--- config.mk ---
export PLATFORM = sky130hd
export DESIGN_NAME = angular_uniformity_stats
export DESIGN_NICKNAME = d
export VERILOG_FILES = /design/src/design/aus_pkg.sv /design/src/design/aus_ctrl.sv /design/src/design/aus_dp.sv /design/src/design/angular_uniformity_stats.sv
export SDC_FILE = /design/constraint.sdc
export NUM_CORES = 2
export LEC_CHECK = 0
export ABC_CLOCK_PERIOD_IN_PS = 56200
export BUFFER_PORTS_ARGS = -buffer_cell sky130_fd_sc_hd__buf_4
export CAP_MARGIN = 5
export CORE_MARGIN = 2
export CORE_UTILIZATION = 30
export CTS_CLUSTER_SIZE = 12
export DETAILED_ROUTE_END_ITERATION = 10
export MAX_ROUTING_LAYER = met4
export PLACE_DENSITY = 0.42
export SLEW_MARGIN = 20
export SYNTH_ARGS = -nofsm -noshare
export SYNTH_HDL_FRONTEND = slang
export SYNTH_SLANG_ARGS = --single-unit
export TNS_END_PERCENT = 10
--- constraint.sdc ---
create_clock -name clk -period 56.2 [get_ports clk]
set_clock_uncertainty 0.2 [all_clocks]
set_input_delay 11.24 -clock clk [delete_from_list [all_inputs] [get_ports clk]]
set_output_delay 11.24 -clock clk [all_outputs]
set_load 0.02 [all_outputs]
--- src/design/aus_pkg.sv ---
// Shared types and constants of the angular uniformity statistics block.
// Holds the controller states, arithmetic step codes and control structs.
// No dependencies; every other file imports this package.
`timescale 1ns / 1ps

package aus_pkg;

    // Field widths fixed by the interface.
    localparam int ANGLE_W    = 16;
    localparam int VALUE_W    = 16;
    localparam int RATIO_W    = 16;
    localparam int SPREAD_W   = 20;
    localparam int PTS_W      = 11;
    localparam int CFG_ADDR_W = 2;
    localparam int CFG_DATA_W = 15;
    localparam int LIMIT_W    = 15;

    // Square root: radicand and root widths.
    localparam int RAD_W  = 128;
    localparam int ROOT_W = 64;

    // Configuration register indexes.
    localparam logic [CFG_ADDR_W-1:0] CFG_CENTER_LIMIT = 2'd0;
    localparam logic [CFG_ADDR_W-1:0] CFG_SIDE_LOWER   = 2'd1;
    localparam logic [CFG_ADDR_W-1:0] CFG_SIDE_UPPER   = 2'd2;
    localparam logic [CFG_ADDR_W-1:0] CFG_CENTER_NORM  = 2'd3;

    // Reset values of the window bounds, 0.01 degree units.
    localparam logic [LIMIT_W-1:0] CENTER_LIMIT_RST = 15'd2000;
    localparam logic [LIMIT_W-1:0] SIDE_LOWER_RST   = 15'd3000;
    localparam logic [LIMIT_W-1:0] SIDE_UPPER_RST   = 15'd7000;

    // Arithmetic constants.
    localparam logic [16:0]         SCALE      = 17'd100000;
    localparam logic [12:0]         ONE_Q      = 13'd4096;
    localparam logic [RATIO_W-1:0]  RATIO_MAX  = 16'hFFFF;
    localparam logic [SPREAD_W-1:0] SPREAD_MAX = 20'hFFFFF;

    // Statistic sets.
    localparam logic [1:0] SET_POOL = 2'd0;
    localparam logic [1:0] SET_X    = 2'd1;
    localparam logic [1:0] SET_Y    = 2'd2;

    typedef enum logic [1:0] {
        S_ACCUM,
        S_ISSUE,
        S_WAIT,
        S_FINISH
    } state_t;

    // Arithmetic steps run for each set, in this order.
    typedef enum logic [3:0] {
        STEP_NUM,
        STEP_DEN,
        STEP_RATIO,
        STEP_SQA,
        STEP_SQB,
        STEP_KSC,
        STEP_MSC,
        STEP_E,
        STEP_P,
        STEP_ROOT,
        STEP_QUOT
    } step_t;

    typedef struct packed {
        logic       accum;
        logic       start;
        step_t      step;
        logic [1:0] set_sel;
        logic       load_out;
        logic       clear;
    } cmd_t;

    typedef struct packed {
        logic done;
    } stat_t;

endpackage

--- src/design/aus_ctrl.sv ---
// Controller of the angular uniformity statistics block.
// Sequences accumulation, the per-set arithmetic steps and the result hand-off.
// Depends on aus_pkg.
`timescale 1ns / 1ps

module aus_ctrl (
    input  logic           clk,
    input  logic           rst_n,
    input  logic           in_valid,
    input  logic           in_last,
    output logic           in_ready,
    input  logic           out_ready,
    output logic           out_valid,
    output aus_pkg::cmd_t  cmd,
    input  aus_pkg::stat_t stat
);
    import aus_pkg::*;

    state_t     state_reg, state_next;
    step_t      step_reg, step_next;
    logic [1:0] set_reg, set_next;
    logic       out_valid_reg, out_valid_next;

    always_ff @(posedge clk or negedge rst_n)
    begin
        if (!rst_n)
        begin
            state_reg     <= S_ACCUM;
            step_reg      <= STEP_NUM;
            set_reg       <= SET_POOL;
            out_valid_reg <= 1'b0;
        end
        else
        begin
            state_reg     <= state_next;
            step_reg      <= step_next;
            set_reg       <= set_next;
            out_valid_reg <= out_valid_next;
        end
    end

    always_comb
    begin
        state_next   = state_reg;
        step_next    = step_reg;
        set_next     = set_reg;
        cmd          = '0;
        cmd.step     = step_reg;
        cmd.set_sel  = set_reg;
        in_ready     = (state_reg == S_ACCUM);
        case (state_reg)
            S_ACCUM:
            begin
                if (in_valid)
                begin
                    cmd.accum = 1'b1;
                    if (in_last)
                    begin
                        step_next  = STEP_NUM;
                        set_next   = SET_POOL;
                        state_next = S_ISSUE;
                    end
                end
            end
            S_ISSUE:
            begin
                cmd.start  = 1'b1;
                state_next = S_WAIT;
            end
            S_WAIT:
            begin
                if (stat.done)
                begin
                    if (step_reg == STEP_QUOT)
                    begin
                        if (set_reg == SET_Y)
                        begin
                            state_next = S_FINISH;
                        end
                        else
                        begin
                            set_next   = set_reg + 2'd1;
                            step_next  = STEP_NUM;
                            state_next = S_ISSUE;
                        end
                    end
                    else
                    begin
                        step_next  = step_t'(step_reg + 4'd1);
                        state_next = S_ISSUE;
                    end
                end
            end
            S_FINISH:
            begin
                if (!out_valid_reg || out_ready)
                begin
                    cmd.load_out = 1'b1;
                    cmd.clear    = 1'b1;
                    state_next   = S_ACCUM;
                end
            end
            default:
            begin
                state_next = S_ACCUM;
            end
        endcase
        out_valid_next = cmd.load_out ? 1'b1 : (out_ready ? 1'b0 : out_valid_reg);
    end

    assign out_valid = out_valid_reg;

endmodule

--- src/design/aus_dp.sv ---
// Datapath of the angular uniformity statistics block: configuration
// registers, per-axis accumulators, shift-add multiplier, restoring divider,
// digit-by-digit square root and the result register. Depends on aus_pkg.
`timescale 1ns / 1ps

module aus_dp #(
    parameter int MAX_POINTS = 1024
) (
    input  logic                              clk,
    input  logic                              rst_n,
    input  logic                              cfg_we,
    input  logic [aus_pkg::CFG_ADDR_W-1:0]    cfg_addr,
    input  logic [aus_pkg::CFG_DATA_W-1:0]    cfg_wdata,
    input  logic signed [aus_pkg::ANGLE_W-1:0] angle,
    input  logic [aus_pkg::VALUE_W-1:0]       value,
    input  logic                              axis,
    input  aus_pkg::cmd_t                     cmd,
    output aus_pkg::stat_t                    stat,
    output logic                              pooled_ok,
    output logic [aus_pkg::RATIO_W-1:0]       pooled_ratio,
    output logic [aus_pkg::SPREAD_W-1:0]      pooled_spread,
    output logic                              x_ok,
    output logic [aus_pkg::RATIO_W-1:0]       x_ratio,
    output logic [aus_pkg::SPREAD_W-1:0]      x_spread,
    output logic                              y_ok,
    output logic [aus_pkg::RATIO_W-1:0]       y_ratio,
    output logic [aus_pkg::SPREAD_W-1:0]      y_spread,
    output logic [aus_pkg::PTS_W-1:0]         x_points,
    output logic [aus_pkg::PTS_W-1:0]         y_points
);
    import aus_pkg::*;

    localparam int CW    = $clog2(MAX_POINTS + 1);
    localparam int PCW   = CW + 1;
    localparam int SW    = CW + 16;
    localparam int PSW   = SW + 1;
    localparam int QW    = CW + 32;
    localparam int PQW   = QW + 1;
    localparam int BW    = PCW + 18;
    localparam int NW    = PSW + PCW;
    localparam int AW    = PCW + PQW;
    localparam int BBW   = 2 * PSW;
    localparam int MAW   = AW + BW;
    localparam int PW    = MAW + BW;
    localparam int XW    = (PW > RAD_W) ? PW : RAD_W;
    localparam int DVW   = (2 * CW + 32 > ROOT_W) ? 2 * CW + 32 : ROOT_W;
    localparam int SRW   = ROOT_W + 3;
    localparam int LEN_W = $clog2(DVW + 1);

    // Configuration.
    logic [LIMIT_W-1:0] center_limit_reg, side_lower_reg, side_upper_reg;
    logic               center_norm_reg;

    always_ff @(posedge clk or negedge rst_n)
    begin
        if (!rst_n)
        begin
            center_limit_reg <= CENTER_LIMIT_RST;
            side_lower_reg   <= SIDE_LOWER_RST;
            side_upper_reg   <= SIDE_UPPER_RST;
            center_norm_reg  <= 1'b0;
        end
        else if (cfg_we)
        begin
            case (cfg_addr)
                CFG_CENTER_LIMIT: center_limit_reg <= cfg_wdata;
                CFG_SIDE_LOWER:   side_lower_reg   <= cfg_wdata;
                CFG_SIDE_UPPER:   side_upper_reg   <= cfg_wdata;
                CFG_CENTER_NORM:  center_norm_reg  <= cfg_wdata[0];
                default:          center_norm_reg  <= center_norm_reg;
            endcase
        end
    end

    // Per-axis accumulators.
    logic [CW-1:0] pc_reg [2], pc_next [2];
    logic [CW-1:0] cc_reg [2], cc_next [2];
    logic [SW-1:0] cs_reg [2], cs_next [2];
    logic [CW-1:0] sc_reg [2], sc_next [2];
    logic [SW-1:0] ss_reg [2], ss_next [2];
    logic [CW-1:0] nc_reg [2], nc_next [2];
    logic [SW-1:0] ns_reg [2], ns_next [2];
    logic [QW-1:0] nq_reg [2], nq_next [2];

    logic [16:0] mag;
    logic [31:0] vsq;
    logic        sample_ok, in_center, in_side, in_spread;

    assign mag       = angle[15] ? (17'h10000 - {1'b0, angle}) : {1'b0, angle};
    assign vsq       = 32'(value) * 32'(value);
    assign sample_ok = (value != '0) && (pc_reg[axis] < CW'(MAX_POINTS));
    assign in_center = mag < {2'b00, center_limit_reg};
    assign in_side   = (mag > {2'b00, side_lower_reg}) && (mag < {2'b00, side_upper_reg});
    assign in_spread = mag < {2'b00, side_upper_reg};

    always_comb
    begin
        pc_next = pc_reg;
        cc_next = cc_reg;
        cs_next = cs_reg;
        sc_next = sc_reg;
        ss_next = ss_reg;
        nc_next = nc_reg;
        ns_next = ns_reg;
        nq_next = nq_reg;
        if (cmd.clear)
        begin
            pc_next = '{default: '0};
            cc_next = '{default: '0};
            cs_next = '{default: '0};
            sc_next = '{default: '0};
            ss_next = '{default: '0};
            nc_next = '{default: '0};
            ns_next = '{default: '0};
            nq_next = '{default: '0};
        end
        else if (cmd.accum && sample_ok)
        begin
            pc_next[axis] = pc_reg[axis] + CW'(1);
            if (in_center)
            begin
                cc_next[axis] = cc_reg[axis] + CW'(1);
                cs_next[axis] = cs_reg[axis] + SW'(value);
            end
            if (in_side)
            begin
                sc_next[axis] = sc_reg[axis] + CW'(1);
                ss_next[axis] = ss_reg[axis] + SW'(value);
            end
            if (in_spread)
            begin
                nc_next[axis] = nc_reg[axis] + CW'(1);
                ns_next[axis] = ns_reg[axis] + SW'(value);
                nq_next[axis] = nq_reg[axis] + QW'(vsq);
            end
        end
    end

    always_ff @(posedge clk or negedge rst_n)
    begin
        if (!rst_n)
        begin
            pc_reg <= '{default: '0};
            cc_reg <= '{default: '0};
            cs_reg <= '{default: '0};
            sc_reg <= '{default: '0};
            ss_reg <= '{default: '0};
            nc_reg <= '{default: '0};
            ns_reg <= '{default: '0};
            nq_reg <= '{default: '0};
        end
        else
        begin
            pc_reg <= pc_next;
            cc_reg <= cc_next;
            cs_reg <= cs_next;
            sc_reg <= sc_next;
            ss_reg <= ss_next;
            nc_reg <= nc_next;
            ns_reg <= ns_next;
            nq_reg <= nq_next;
        end
    end

    // Pooled sums and the operands of the selected set.
    logic [PCW-1:0] p_cc, p_sc, p_n;
    logic [PSW-1:0] p_cs, p_ss, p_s;
    logic [PQW-1:0] p_s2;
    logic [PCW-1:0] sel_cc, sel_sc, sel_n;
    logic [PSW-1:0] sel_cs, sel_ss, sel_s;
    logic [PQW-1:0] sel_s2;
    logic           norm, ok_pool, ok_x, ok_y;

    assign p_cc = PCW'(cc_reg[0]) + PCW'(cc_reg[1]);
    assign p_sc = PCW'(sc_reg[0]) + PCW'(sc_reg[1]);
    assign p_n  = PCW'(nc_reg[0]) + PCW'(nc_reg[1]);
    assign p_cs = PSW'(cs_reg[0]) + PSW'(cs_reg[1]);
    assign p_ss = PSW'(ss_reg[0]) + PSW'(ss_reg[1]);
    assign p_s  = PSW'(ns_reg[0]) + PSW'(ns_reg[1]);
    assign p_s2 = PQW'(nq_reg[0]) + PQW'(nq_reg[1]);
    assign norm = center_norm_reg && (p_cc != '0);

    assign ok_pool = (p_cc != '0) && (p_sc != '0) && (p_n >= PCW'(2));
    assign ok_x    = (cc_reg[0] != '0) && (sc_reg[0] != '0) && (nc_reg[0] >= CW'(2));
    assign ok_y    = (cc_reg[1] != '0) && (sc_reg[1] != '0) && (nc_reg[1] >= CW'(2));

    always_comb
    begin
        case (cmd.set_sel)
            SET_X:
            begin
                sel_cc = PCW'(cc_reg[0]);
                sel_cs = PSW'(cs_reg[0]);
                sel_sc = PCW'(sc_reg[0]);
                sel_ss = PSW'(ss_reg[0]);
                sel_n  = PCW'(nc_reg[0]);
                sel_s  = PSW'(ns_reg[0]);
                sel_s2 = PQW'(nq_reg[0]);
            end
            SET_Y:
            begin
                sel_cc = PCW'(cc_reg[1]);
                sel_cs = PSW'(cs_reg[1]);
                sel_sc = PCW'(sc_reg[1]);
                sel_ss = PSW'(ss_reg[1]);
                sel_n  = PCW'(nc_reg[1]);
                sel_s  = PSW'(ns_reg[1]);
                sel_s2 = PQW'(nq_reg[1]);
            end
            default:
            begin
                sel_cc = p_cc;
                sel_cs = p_cs;
                sel_sc = p_sc;
                sel_ss = p_ss;
                sel_n  = p_n;
                sel_s  = p_s;
                sel_s2 = p_s2;
            end
        endcase
    end

    // Intermediate results of the steps.
    logic [NW-1:0]     r_num_reg, r_den_reg, r_m_reg;
    logic [AW-1:0]     r_a_reg;
    logic [BBW-1:0]    r_b_reg;
    logic [BW-1:0]     r_k2_reg;
    logic [MAW-1:0]    r_e_reg;
    logic [RAD_W-1:0]  r_p_reg;
    logic [ROOT_W-1:0] r_t_reg;
    logic [RATIO_W-1:0]  ratio_reg  [3];
    logic [SPREAD_W-1:0] spread_reg [3];

    // Operand selection for the unit that the step uses.
    logic           use_div, use_sqrt;
    logic [MAW-1:0] mul_a;
    logic [BW-1:0]  mul_b;
    logic [DVW-1:0] div_n, div_d;

    assign use_div  = (cmd.step == STEP_RATIO) || (cmd.step == STEP_QUOT);
    assign use_sqrt = (cmd.step == STEP_ROOT);

    always_comb
    begin
        mul_a = MAW'(sel_cs);
        mul_b = BW'(sel_sc);
        div_n = DVW'(r_t_reg);
        div_d = DVW'({r_m_reg, 1'b0});
        case (cmd.step)
            STEP_DEN:
            begin
                mul_a = MAW'(sel_ss);
                mul_b = BW'(sel_cc);
            end
            STEP_SQA:
            begin
                mul_a = MAW'(sel_s2);
                mul_b = BW'(sel_n);
            end
            STEP_SQB:
            begin
                mul_a = MAW'(sel_s);
                mul_b = BW'(sel_s);
            end
            STEP_KSC:
            begin
                mul_a = MAW'(SCALE);
                mul_b = norm ? BW'(p_cc) : BW'(1);
            end
            STEP_MSC:
            begin
                mul_a = norm ? MAW'(p_cs) : MAW'(ONE_Q);
                mul_b = BW'(sel_n);
            end
            STEP_E:
            begin
                mul_a = MAW'(r_a_reg - AW'(r_b_reg));
                mul_b = r_k2_reg;
            end
            STEP_P:
            begin
                mul_a = r_e_reg;
                mul_b = r_k2_reg;
            end
            STEP_RATIO:
            begin
                div_n = DVW'({r_num_reg, 13'b0}) + DVW'(r_den_reg);
                div_d = DVW'({r_den_reg, 1'b0});
            end
            default:
            begin
                mul_a = MAW'(sel_cs);
            end
        endcase
    end

    // Iterative units: one multiplier bit, one quotient bit or one root bit per cycle.
    logic [PW-1:0]     mc_reg, mc_next, ma_reg, ma_next;
    logic [BW-1:0]     mp_reg, mp_next;
    logic [DVW-1:0]    dq_reg, dq_next, dd_reg, dd_next;
    logic [DVW:0]      dr_reg, dr_next, div_trial;
    logic [RAD_W-1:0]  sqs_reg, sqs_next;
    logic [SRW-1:0]    sqr_reg, sqr_next, sq_rem2, sq_trial;
    logic [ROOT_W-1:0] sqt_reg, sqt_next;
    logic              busy_reg, busy_next;
    logic [LEN_W-1:0]  cnt_reg, cnt_next;

    assign div_trial = {dr_reg[DVW-1:0], dq_reg[DVW-1]};
    assign sq_rem2   = {sqr_reg[SRW-3:0], sqs_reg[RAD_W-1:RAD_W-2]};
    assign sq_trial  = {1'b0, sqt_reg, 2'b01};

    always_comb
    begin
        mc_next   = mc_reg;
        mp_next   = mp_reg;
        ma_next   = ma_reg;
        dq_next   = dq_reg;
        dr_next   = dr_reg;
        dd_next   = dd_reg;
        sqs_next  = sqs_reg;
        sqr_next  = sqr_reg;
        sqt_next  = sqt_reg;
        busy_next = busy_reg;
        cnt_next  = cnt_reg;
        stat      = '0;
        if (cmd.start)
        begin
            busy_next = 1'b1;
            if (use_div)
            begin
                dq_next  = div_n;
                dd_next  = div_d;
                dr_next  = '0;
                cnt_next = LEN_W'(DVW);
            end
            else if (use_sqrt)
            begin
                sqs_next = r_p_reg;
                sqr_next = '0;
                sqt_next = '0;
                cnt_next = LEN_W'(ROOT_W);
            end
            else
            begin
                mc_next  = PW'(mul_a);
                mp_next  = mul_b;
                ma_next  = '0;
                cnt_next = LEN_W'(BW);
            end
        end
        else if (busy_reg)
        begin
            if (cnt_reg == '0)
            begin
                busy_next = 1'b0;
                stat.done = 1'b1;
            end
            else
            begin
                cnt_next = cnt_reg - LEN_W'(1);
                if (use_div)
                begin
                    if (div_trial >= {1'b0, dd_reg})
                    begin
                        dr_next = div_trial - {1'b0, dd_reg};
                        dq_next = {dq_reg[DVW-2:0], 1'b1};
                    end
                    else
                    begin
                        dr_next = div_trial;
                        dq_next = {dq_reg[DVW-2:0], 1'b0};
                    end
                end
                else if (use_sqrt)
                begin
                    sqs_next = {sqs_reg[RAD_W-3:0], 2'b00};
                    if (sq_rem2 >= sq_trial)
                    begin
                        sqr_next = sq_rem2 - sq_trial;
                        sqt_next = {sqt_reg[ROOT_W-2:0], 1'b1};
                    end
                    else
                    begin
                        sqr_next = sq_rem2;
                        sqt_next = {sqt_reg[ROOT_W-2:0], 1'b0};
                    end
                end
                else
                begin
                    if (mp_reg[0])
                    begin
                        ma_next = ma_reg + mc_reg;
                    end
                    mc_next = {mc_reg[PW-2:0], 1'b0};
                    mp_next = {1'b0, mp_reg[BW-1:1]};
                end
            end
        end
    end

    always_ff @(posedge clk or negedge rst_n)
    begin
        if (!rst_n)
        begin
            busy_reg <= 1'b0;
            cnt_reg  <= '0;
        end
        else
        begin
            busy_reg <= busy_next;
            cnt_reg  <= cnt_next;
        end
    end

    always_ff @(posedge clk)
    begin
        mc_reg  <= mc_next;
        mp_reg  <= mp_next;
        ma_reg  <= ma_next;
        dq_reg  <= dq_next;
        dr_reg  <= dr_next;
        dd_reg  <= dd_next;
        sqs_reg <= sqs_next;
        sqr_reg <= sqr_next;
        sqt_reg <= sqt_next;
    end

    // Result write-back when a unit finishes.
    logic [XW-1:0]  prod_ext;
    logic           prod_ovf, round_up;
    logic [DVW:0]   spread_q;

    assign prod_ext = XW'(ma_reg);
    assign prod_ovf = (prod_ext >> RAD_W) != '0;
    assign round_up = dr_reg >= (DVW + 1)'(r_m_reg);
    assign spread_q = (DVW + 1)'(dq_reg) + (DVW + 1)'(round_up);

    always_ff @(posedge clk)
    begin
        if (stat.done)
        begin
            case (cmd.step)
                STEP_NUM:   r_num_reg <= NW'(ma_reg);
                STEP_DEN:   r_den_reg <= NW'(ma_reg);
                STEP_SQA:   r_a_reg   <= AW'(ma_reg);
                STEP_SQB:   r_b_reg   <= BBW'(ma_reg);
                STEP_KSC:   r_k2_reg  <= BW'({ma_reg, 1'b0});
                STEP_MSC:   r_m_reg   <= NW'(ma_reg);
                STEP_E:     r_e_reg   <= MAW'(ma_reg);
                STEP_P:     r_p_reg   <= prod_ovf ? '1 : prod_ext[RAD_W-1:0];
                STEP_ROOT:  r_t_reg   <= sqt_reg;
                STEP_RATIO: ratio_reg[cmd.set_sel] <= (dq_reg > DVW'(RATIO_MAX)) ?
                                RATIO_MAX : dq_reg[RATIO_W-1:0];
                STEP_QUOT:  spread_reg[cmd.set_sel] <= (spread_q > (DVW + 1)'(SPREAD_MAX)) ?
                                SPREAD_MAX : spread_q[SPREAD_W-1:0];
                default:    r_t_reg   <= r_t_reg;
            endcase
        end
    end

    // Result register; fields of an invalid set read as zero.
    always_ff @(posedge clk)
    begin
        if (cmd.load_out)
        begin
            pooled_ok     <= ok_pool;
            pooled_ratio  <= ok_pool ? ratio_reg[SET_POOL]  : '0;
            pooled_spread <= ok_pool ? spread_reg[SET_POOL] : '0;
            x_ok          <= ok_x;
            x_ratio       <= ok_x ? ratio_reg[SET_X]  : '0;
            x_spread      <= ok_x ? spread_reg[SET_X] : '0;
            y_ok          <= ok_y;
            y_ratio       <= ok_y ? ratio_reg[SET_Y]  : '0;
            y_spread      <= ok_y ? spread_reg[SET_Y] : '0;
            x_points      <= PTS_W'(pc_reg[0]);
            y_points      <= PTS_W'(pc_reg[1]);
        end
    end

endmodule

--- src/design/angular_uniformity_stats.sv ---
// After the closing sample the result appears once the arithmetic steps have run for the pooled,
// X and Y sets in turn.
// Throughput: one sample per cycle within a scan; the bit-serial multiplier, divider and root
// in the datapath, and a previous result not yet taken on the result stream, set the time
// from the closing sample until the next scan is accepted.
// Reset (rst_n, asynchronous, active low) restores the default windows and clears all sums.
`timescale 1ns / 1ps

module angular_uniformity_stats #(
    parameter int MAX_POINTS = 1024
) (
    input  logic         clk,
    input  logic         rst_n,
    // Configuration write port.
    input  logic         cfg_we,
    input  logic [1:0]   cfg_addr,
    input  logic [14:0]  cfg_wdata,
    // Sample stream.
    input  logic         s_axis_tvalid,
    output logic         s_axis_tready,
    input  logic [31:0]  s_axis_tdata,   // angle [15:0], value [31:16]
    input  logic         s_axis_tuser,   // axis: 0 X, 1 Y
    input  logic         s_axis_tlast,   // closes the scan
    // Result stream.
    output logic         m_axis_tvalid,
    input  logic         m_axis_tready,
    output logic [135:0] m_axis_tdata    // pooled_ok, pooled_ratio, pooled_spread, x_ok,
                                         // x_ratio, x_spread, y_ok, y_ratio, y_spread,
                                         // x_points, y_points, zero fill
);
    import aus_pkg::*;

    cmd_t  ctl_cmd;
    stat_t dp_stat;

    logic                pooled_ok, x_ok, y_ok;
    logic [RATIO_W-1:0]  pooled_ratio, x_ratio, y_ratio;
    logic [SPREAD_W-1:0] pooled_spread, x_spread, y_spread;
    logic [PTS_W-1:0]    x_points, y_points;

    // The controller owns the handshakes; each accepted request is accumulated
    // at once, and the closing request starts the arithmetic sequence.
    aus_ctrl u_ctrl (
        .clk       (clk),
        .rst_n     (rst_n),
        .in_valid  (s_axis_tvalid),
        .in_last   (s_axis_tlast),
        .in_ready  (s_axis_tready),
        .out_ready (m_axis_tready),
        .out_valid (m_axis_tvalid),
        .cmd       (ctl_cmd),
        .stat      (dp_stat)
    );

    // The datapath holds configuration, accumulators, the serial units and
    // the result register that keeps a finished result while a new scan runs.
    aus_dp #(
        .MAX_POINTS (MAX_POINTS)
    ) u_dp (
        .clk           (clk),
        .rst_n         (rst_n),
        .cfg_we        (cfg_we),
        .cfg_addr      (cfg_addr),
        .cfg_wdata     (cfg_wdata),
        .angle         (s_axis_tdata[15:0]),
        .value         (s_axis_tdata[31:16]),
        .axis          (s_axis_tuser),
        .cmd           (ctl_cmd),
        .stat          (dp_stat),
        .pooled_ok     (pooled_ok),
        .pooled_ratio  (pooled_ratio),
        .pooled_spread (pooled_spread),
        .x_ok          (x_ok),
        .x_ratio       (x_ratio),
        .x_spread      (x_spread),
        .y_ok          (y_ok),
        .y_ratio       (y_ratio),
        .y_spread      (y_spread),
        .x_points      (x_points),
        .y_points      (y_points)
    );

    // Fields packed from the lowest bit up, padded to whole bytes.
    assign m_axis_tdata = {3'b000, y_points, x_points,
                           y_spread, y_ratio, y_ok,
                           x_spread, x_ratio, x_ok,
                           pooled_spread, pooled_ratio, pooled_ok};

`ifndef ASSERT_OFF
    // No sample may be taken while an arithmetic step is launched.
    a_no_accept_in_calc: assert property (@(posedge clk) disable iff (!rst_n)
        ctl_cmd.start |-> !s_axis_tready)
        else $error("sample accepted during arithmetic");

    // A new result only appears after the result register was loaded.
    a_valid_from_load: assert property (@(posedge clk) disable iff (!rst_n)
        $rose(m_axis_tvalid) |-> $past(ctl_cmd.load_out))
        else $error("result valid without load");

    // A unit never completes in the cycle that another one starts.
    a_done_not_start: assert property (@(posedge clk) disable iff (!rst_n)
        dp_stat.done |-> !ctl_cmd.start)
        else $error("unit start overlaps completion");

    // Loading a result always clears the sums for the next scan.
    a_load_clears: assert property (@(posedge clk) disable iff (!rst_n)
        ctl_cmd.load_out |-> ctl_cmd.clear && !ctl_cmd.accum)
        else $error("result loaded without clearing");
`endif

endmodule

* Yosys cells after proc, flatten, opt, wreduce, memory -nomap -nowiden
Memory sizes are Yosys's and may differ from the RTL's. A register that Yosys moved wholly into a read port is not among the register bits.
Cells that the tools add are included.
** Cells by class
- Reduce and logical (&&, ||, !) cells :: 66
- Bitwise operators :: 3
- Equality and inequality tests :: 26
- Add/subtract/negate cells :: 25
- Mux-type cells :: 177
- Multiply operators :: 1
- Order comparisons :: 14
** Operators with widths (number)
- 116-bit two-way mux :: 15
- 65-bit two-way mux :: 14
- 128-bit two-way mux :: 7
- 64-bit two-way mux :: 13
- 86-bit case mux with 7 select lines :: 1
- 54-bit two-way mux :: 9
- 27-bit two-way mux :: 10
- 86-bit two-way mux :: 3
- 22-bit two-way mux :: 11
- 30-bit two-way mux :: 7
- 43-bit two-way mux :: 4
- 28-bit case mux with 2 select lines :: 3
- 54-bit bitwise mux :: 3
- 30-bit case mux with 5 select lines :: 1
- 11-bit two-way mux :: 13
- 116-bit adder :: 1
- 22-bit bitwise mux :: 4
- 44-bit case mux with 2 select lines :: 1
- 86-bit bitwise mux :: 1
- 27-bit by 27-bit adder with 28-bit output :: 3
- 27-bit by 16-bit adder with 27-bit output :: 3
- 12-bit case mux with 2 select lines :: 3
- 67-bit by 66-bit greater-or-equal comparator with 1-bit output :: 1
- 64-bit by 1-bit adder with 65-bit output :: 1
- 67 further kinds :: 180
** Storage, ports and cells
- Bits in writable memories :: 108
- Output and inout port bits :: 138
- Logic and storage cells :: 363
- Bits in registers :: 1663
- Memories :: 2
** Memory list
- u_dp.spread_reg :: depth 3, bits a word 20, rd ports 3, clocked after Yosys merged registers in 3, wr ports 1, line aus_dp.sv:232 : logic [SPREAD_W-1:0] spread_reg [3];
- u_dp.ratio_reg :: depth 3, bits a word 16, rd ports 3, clocked after Yosys merged registers in 3, wr ports 1, line aus_dp.sv:231 : logic [RATIO_W-1:0] ratio_reg [3];

* Longest topological paths before layout
- Word-level depth :: 9
- Depth in mapped cells :: 29

* Cells and area by module
Synthesis repeated with hierarchy kept, for this count alone.
** Second synthesis, totals
- Cells, all modules :: 11326
- Area total of the unflattened synthesis :: 115847.4 um^2
** By module, submodules not included
- aus_dp :: cells each 11264, area an instance 115231.8 um^2, times used 1, sequential area each 53506.3 um^2
- aus_ctrl :: cells each 55, area an instance 566.8 um^2, times used 1, sequential area each 225.2 um^2
- angular_uniformity_stats :: cells each 7, area an instance 48.8 um^2, times used 1, sequential area each 0.0 um^2

* Worst setup path after synthesis
Ideal clock, no wire load.
- Path kind :: reg2reg
- Start point :: reg u_ctrl.state_reg[0]
- End point :: reg u_dp.sqr_reg[0] (enable)
- Slack :: 36335 ps
- Stages on the path, launching flop included :: 7
- Period minus slack after synthesis :: 19865 ps
- Data arrival time :: 18476 ps
- Library setup time :: 1189 ps
- Required time :: 54811 ps
- Cell sequence :: dfrtp_1 clkbuf_1 nor2b_1 clkbuf_1 a21oi_1 clkbuf_1 nor3_1
** Between the ends
- Longest elaborated chain between the ends :: 4
- Elaborated cells between the ends (all ways) :: 5
- Classes of those cells :: eq/ne (2); mux (1); reduce/logical (2)
** RTL lines
- start, declared :: line aus_ctrl.sv:19 : state_t state_reg, state_next;
- start signal, assigned :: line aus_ctrl.sv:35 : state_reg <= state_next;
- 2-bit by 1-bit == test with 1-bit output (*) :: line aus_ctrl.sv:51 : case (state_reg)
- 1-bit two-way mux (*) :: line aus_ctrl.sv:51
- 2-bit inequality test (no source line) or 2-bit nonzero test (tied branches)
- 4-bit AND reduction (no source line) (*)
- end signal, assigned :: line aus_dp.sv:424 : sqr_reg <= sqr_next;
- end, declared :: line aus_dp.sv:303 : logic [SRW-1:0] sqr_reg, sqr_next, sq_rem2, sq_trial;
Mark *: on every way between the ends. The rest lies on a longest branch, timed or not.
A chain may end at the register's enable or synchronous reset.

* Final worst setup path
- Start point :: in s_axis_tdata[30]
- End point :: reg u_dp.nq_reg[37] (netlist name)
** Between the ends
- Longest elaborated chain between the ends :: 6
- Elaborated cells between the ends (all ways) :: 11
- Classes of those cells :: add/sub (1); mul (1); mux (4); reduce/logical (5)
** RTL lines
- start, declared :: line angular_uniformity_stats.sv:21 : input logic [31:0] s_axis_tdata,
- 16-bit by 16-bit multiplier with 32-bit output :: line aus_dp.sv:90 : assign vsq = 32'(value) * 32'(value);
- 43-bit by 32-bit adder with 43-bit output :: line aus_dp.sv:134 : nq_next[axis] = nq_reg[axis] + QW'(vsq);
- 86-bit bitwise mux :: line aus_dp.sv:134
- 86-bit two-way mux :: line aus_dp.sv:130 : if (in_spread)
- 86-bit two-way mux :: line aus_dp.sv:117 : else if (cmd.accum && sample_ok)
- 86-bit two-way mux :: line aus_dp.sv:106 : if (cmd.clear)
- end signal, assigned :: line aus_dp.sv:161 : nq_reg <= nq_next;
- end, declared :: line aus_dp.sv:83 : logic [QW-1:0] nq_reg [2], nq_next [2];
Several ways; a longest one is shown, not always the timed one. The select of a mux whose other input is x is not followed.

==> results.sh <==
export IMPL_fp_row_count=227
export IMPL_netlist_area_sq_mm=0.115
export IMPL_synth_common_cells="edfxtp_1 (1456), nand2_1 (1311), a21oi_1 (905)"
export IMPL_nNetsFinal=12561
export IMPL_leakagePower_nw=51.3
export IMPL_timing_rr_end="u_dp.spread_reg[0][5]$_DFFE_PP_"
export IMPL_synth_edff_count=1456
export IMPL_wl_per_cell_microns=22.9
export IMPL_vias=88761
export IMPL_clkPwrFrac_pct=20.9
export IMPL_synth_top_cell_area_share_pct=38.0
export IMPL_critPathMaxFanout=23
export IMPL_dieArea_sq_mm=0.388
export IMPL_rr_startpoint="u_dp.dr_reg[52]$_SDFFCE_PP0P_"
export IMPL_final_hold_viol_count=0
export IMPL_required_ns=56.83
export IMPL_die_w_microns=623
export IMPL_fin_tns_setup_ns=0
export IMPL_ys_seq_area_share_pct=46.7
export IMPL_finalSetupViolCount=0
export IMPL_grt_pass1_vias=89595
export IMPL_via_per_inst=5.28
export IMPL_cp_start_kind="primary input"
export IMPL_cts_made_buffers=219
export IMPL_ys_seq_elements=1855
export IMPL_critical_path_class="primary input to register"
export IMPL_drc_errors=0
export IMPL_tightest_slew_ns=1.16
export IMPL_max_slew_margin_pct=21.9
export IMPL_critical_path_top_delay_family="adder cells"
export IMPL_power_frac_comb_pct=46.5
export IMPL_cp_slowest_cell="nor3b_1"
export IMPL_p_seq_share_pct=32.6
export IMPL_dp_hpwl_microns=278000
export IMPL_syn_area_per_cell_sq_um=9.91
export IMPL_drv_cap=0
export IMPL_clk_latency_ns=0.98
export IMPL_yosysWarnings=0
export IMPL_gp_congestion=0.907
export IMPL_synth_most_common_cell="edfxtp_1"
export IMPL_synth_top_area_cell="edfxtp_1"
export IMPL_rr_worst_depth=22
export IMPL_cpPeakStageDelay_ns=0.76
export IMPL_p_int_w=0.00391
export IMPL_r2r_slack_ns=49.43
export IMPL_antenna_found_initial=27
export IMPL_cts_htree_levels=4
export IMPL_min_period_ns=18.13
export IMPL_grt_overflow=0
export IMPL_drtIter0Drc=6847
export IMPL_num_io_pins=194
export IMPL_pwr_density_cell_mw_per_mm2=53.1
export IMPL_clockBufferDepth=4
export IMPL_p_sw_w=0.00294
export IMPL_die_h_microns=623
export IMPL_startpoint="s_axis_tdata[30]"
export IMPL_cp_depth=25
export IMPL_critPathBufInv=7
export IMPL_drive_above_1_share_pct=7.52
export IMPL_numClockSinks=1855
export IMPL_period_share_pct=32.3
export IMPL_grt_util_all_layers_pct=19.8
export IMPL_synthTopCellsByArea="edfxtp_1 (38%), dfrtp_1 (8.2%), ha_1 (7.7%)"
export IMPL_largest_register_ffs=128
export IMPL_postSynth_asyncResetShare_pct=21.5
export IMPL_syn_to_final_growth_pct=12.2
export IMPL_fmax_ghz=0.0552
export IMPL_postCtsSetupRepairBufs=0
export IMPL_grt_setup_unrepaired="no"
export IMPL_peakVddDrop_mv=0.0546
export IMPL_cp_end_kind="register"
export IMPL_synthFlopType="edfxtp_1"
export IMPL_root_buffer="clkbuf_16"
export IMPL_drv_slew=0
export IMPL_antenna_left=0
export IMPL_hold_buffers=0
export IMPL_post_cts_resize_count=0
export IMPL_fin_cells=16809
export IMPL_first_pass_iters=6
export IMPL_hold_path_class="register to register"
export IMPL_cts_tree="done"
export IMPL_numPortBuffers=190
export IMPL_ys_types=99
export IMPL_worstSetupEndpoint="u_dp.nq_reg[37]$_DFFE_PN0P_"
export IMPL_status="finished, final reports clean"
export IMPL_dp_cells=16402
export IMPL_grt_pass1_wl_microns=582000
export IMPL_drt_total_wl_microns=384000
export IMPL_floorplan_initialDensity_pct=30.1
export IMPL_swShare_pct=42.9
export IMPL_clk_pin_slew_ns=0.06
export IMPL_cp_arrival_ns=18.75
export IMPL_core_area_sq_mm=0.382
export IMPL_synth_cells=11606
export IMPL_grt_max_degree=184
## layout make-up
type / instances / area (sq um)
inverters: 749 / 2820
repair buffers: 316 / 2490
clock inverters: 138 / 1350
fillers: 38685 / 253000
multi-input cells: 8445 / 56600
clock buffers: 262 / 5710
flip-flops and latches: 1855 / 53700
well taps: 5038 / 6300
diodes: 6 / 15.0
## worst min-delay path by stage
stage | slack [ns] | start | cells after the start | end
after detailed placement | 0.23 | u_dp.sqt_reg[46]$_SDFFCE_PP0P_ | 0 | u_dp.r_t_reg[46]$_DFFE_PP_
after global placement | 0.24 | u_dp.sqt_reg[47]$_SDFFCE_PP0P_ | 0 | u_dp.r_t_reg[47]$_DFFE_PP_
after CTS | 0.25 | u_dp.sqt_reg[44]$_SDFFCE_PP0P_ | 0 | u_dp.r_t_reg[44]$_DFFE_PP_
after global routing | 0.26 | u_dp.ma_reg[100]$_SDFFCE_PP0P_ | 0 | u_dp.r_p_reg[100]$_DFFE_PP_
final | 0.24 | u_dp.sqt_reg[43]$_SDFFCE_PP0P_ | 0 | u_dp.r_t_reg[43]$_DFFE_PP_
after floorplan | 0.23 | u_dp.sqt_reg[0]$_SDFFCE_PP0P_ | 0 | u_dp.r_t_reg[0]$_DFFE_PP_
## cell families after synthesis
family / synth area share (%)
XOR/XNOR: 4.58
AND/OR/NAND/NOR: 14.4
flip-flops: 46.7
other: 0.00326
multiplexers: 1.57
buffers and inverters: 4.35
AO/OA/AOI/OAI: 17.0
adder cells (fa/ha/maj): 11.4
## placed cells by master (no fill, tap or decap), types with 132 or more instances in the layout
master	instances
a21o_1	307
a21oi_1	904
a31oi_1	143
and2_1	237
buf_4	307
clkbuf_16	221
dfrtp_1	379
edfxtp_1	1456
fa_1	208
ha_1	708
inv_1	747
nand2_1	1308
nand3_1	415
nand4_1	152
nor2_1	823
nor3_1	132
o21ai_0	866
xnor2_1	361
xor2_1	241
## metrics by stage
stage / cell area (sq um) / total power [W] / utilization [%] / worst slack, ns / hold slack (ns)
after detailed placement: 122000 / 0.00544 / 31.9 / 37.15 / 0.234
final: 129000 / 0.00685 / 33.8 / 38.07 / 0.244
after global placement: 122000 / 0.00543 / 31.9 / 37.28 / 0.235
after floorplan: 115000 / 0.00440 / - / 36.34 / 0.226
after global routing: 129000 / 0.00736 / 33.8 / 37.65 / 0.259
after CTS: 129000 / 0.00691 / 33.8 / 38.11 / 0.247
## worst reg2reg max path, delay by kind of cell (launching register included)
| family | cells | cell delay [ns] |
|---|---|---|
| DFF | 1 | 0.43 |
| muxes | 1 | 0.33 |
| and+or+nand+nor | 16 | 4.14 |
| buffers and inverters | 1 | 0.32 |
| AOI/OAI and AO/OA | 3 | 0.58 |
| adders and majority gates | 1 | 0.35 |
## power by group through the flow
stage	Sequential (W)	Clock, W	Combinational [W]
4_1_cts	0.00224	0.00148	0.00320
6_report	0.00223	0.00143	0.00319
5_1_grt	0.00226	0.00152	0.00358
3_3_place_gp	0.00226	0	0.00317
2_1_floorplan	0.00211	0	0.00229
3_5_place_dp	0.00226	0	0.00318
## layer usage
layer | share of wire, % | up-vias | track usage (%)
li1 | - | 41880 | -
met2 | 45 | 2183 | 31.0
met3 | 4.4 | 471 | 2.17
met1 | 48 | 44227 | 27.5
met4 | 2.6 | 0 | 4.94
met5 | 0 | - | -
Note: power is estimated with default switching activity, not from simulation.
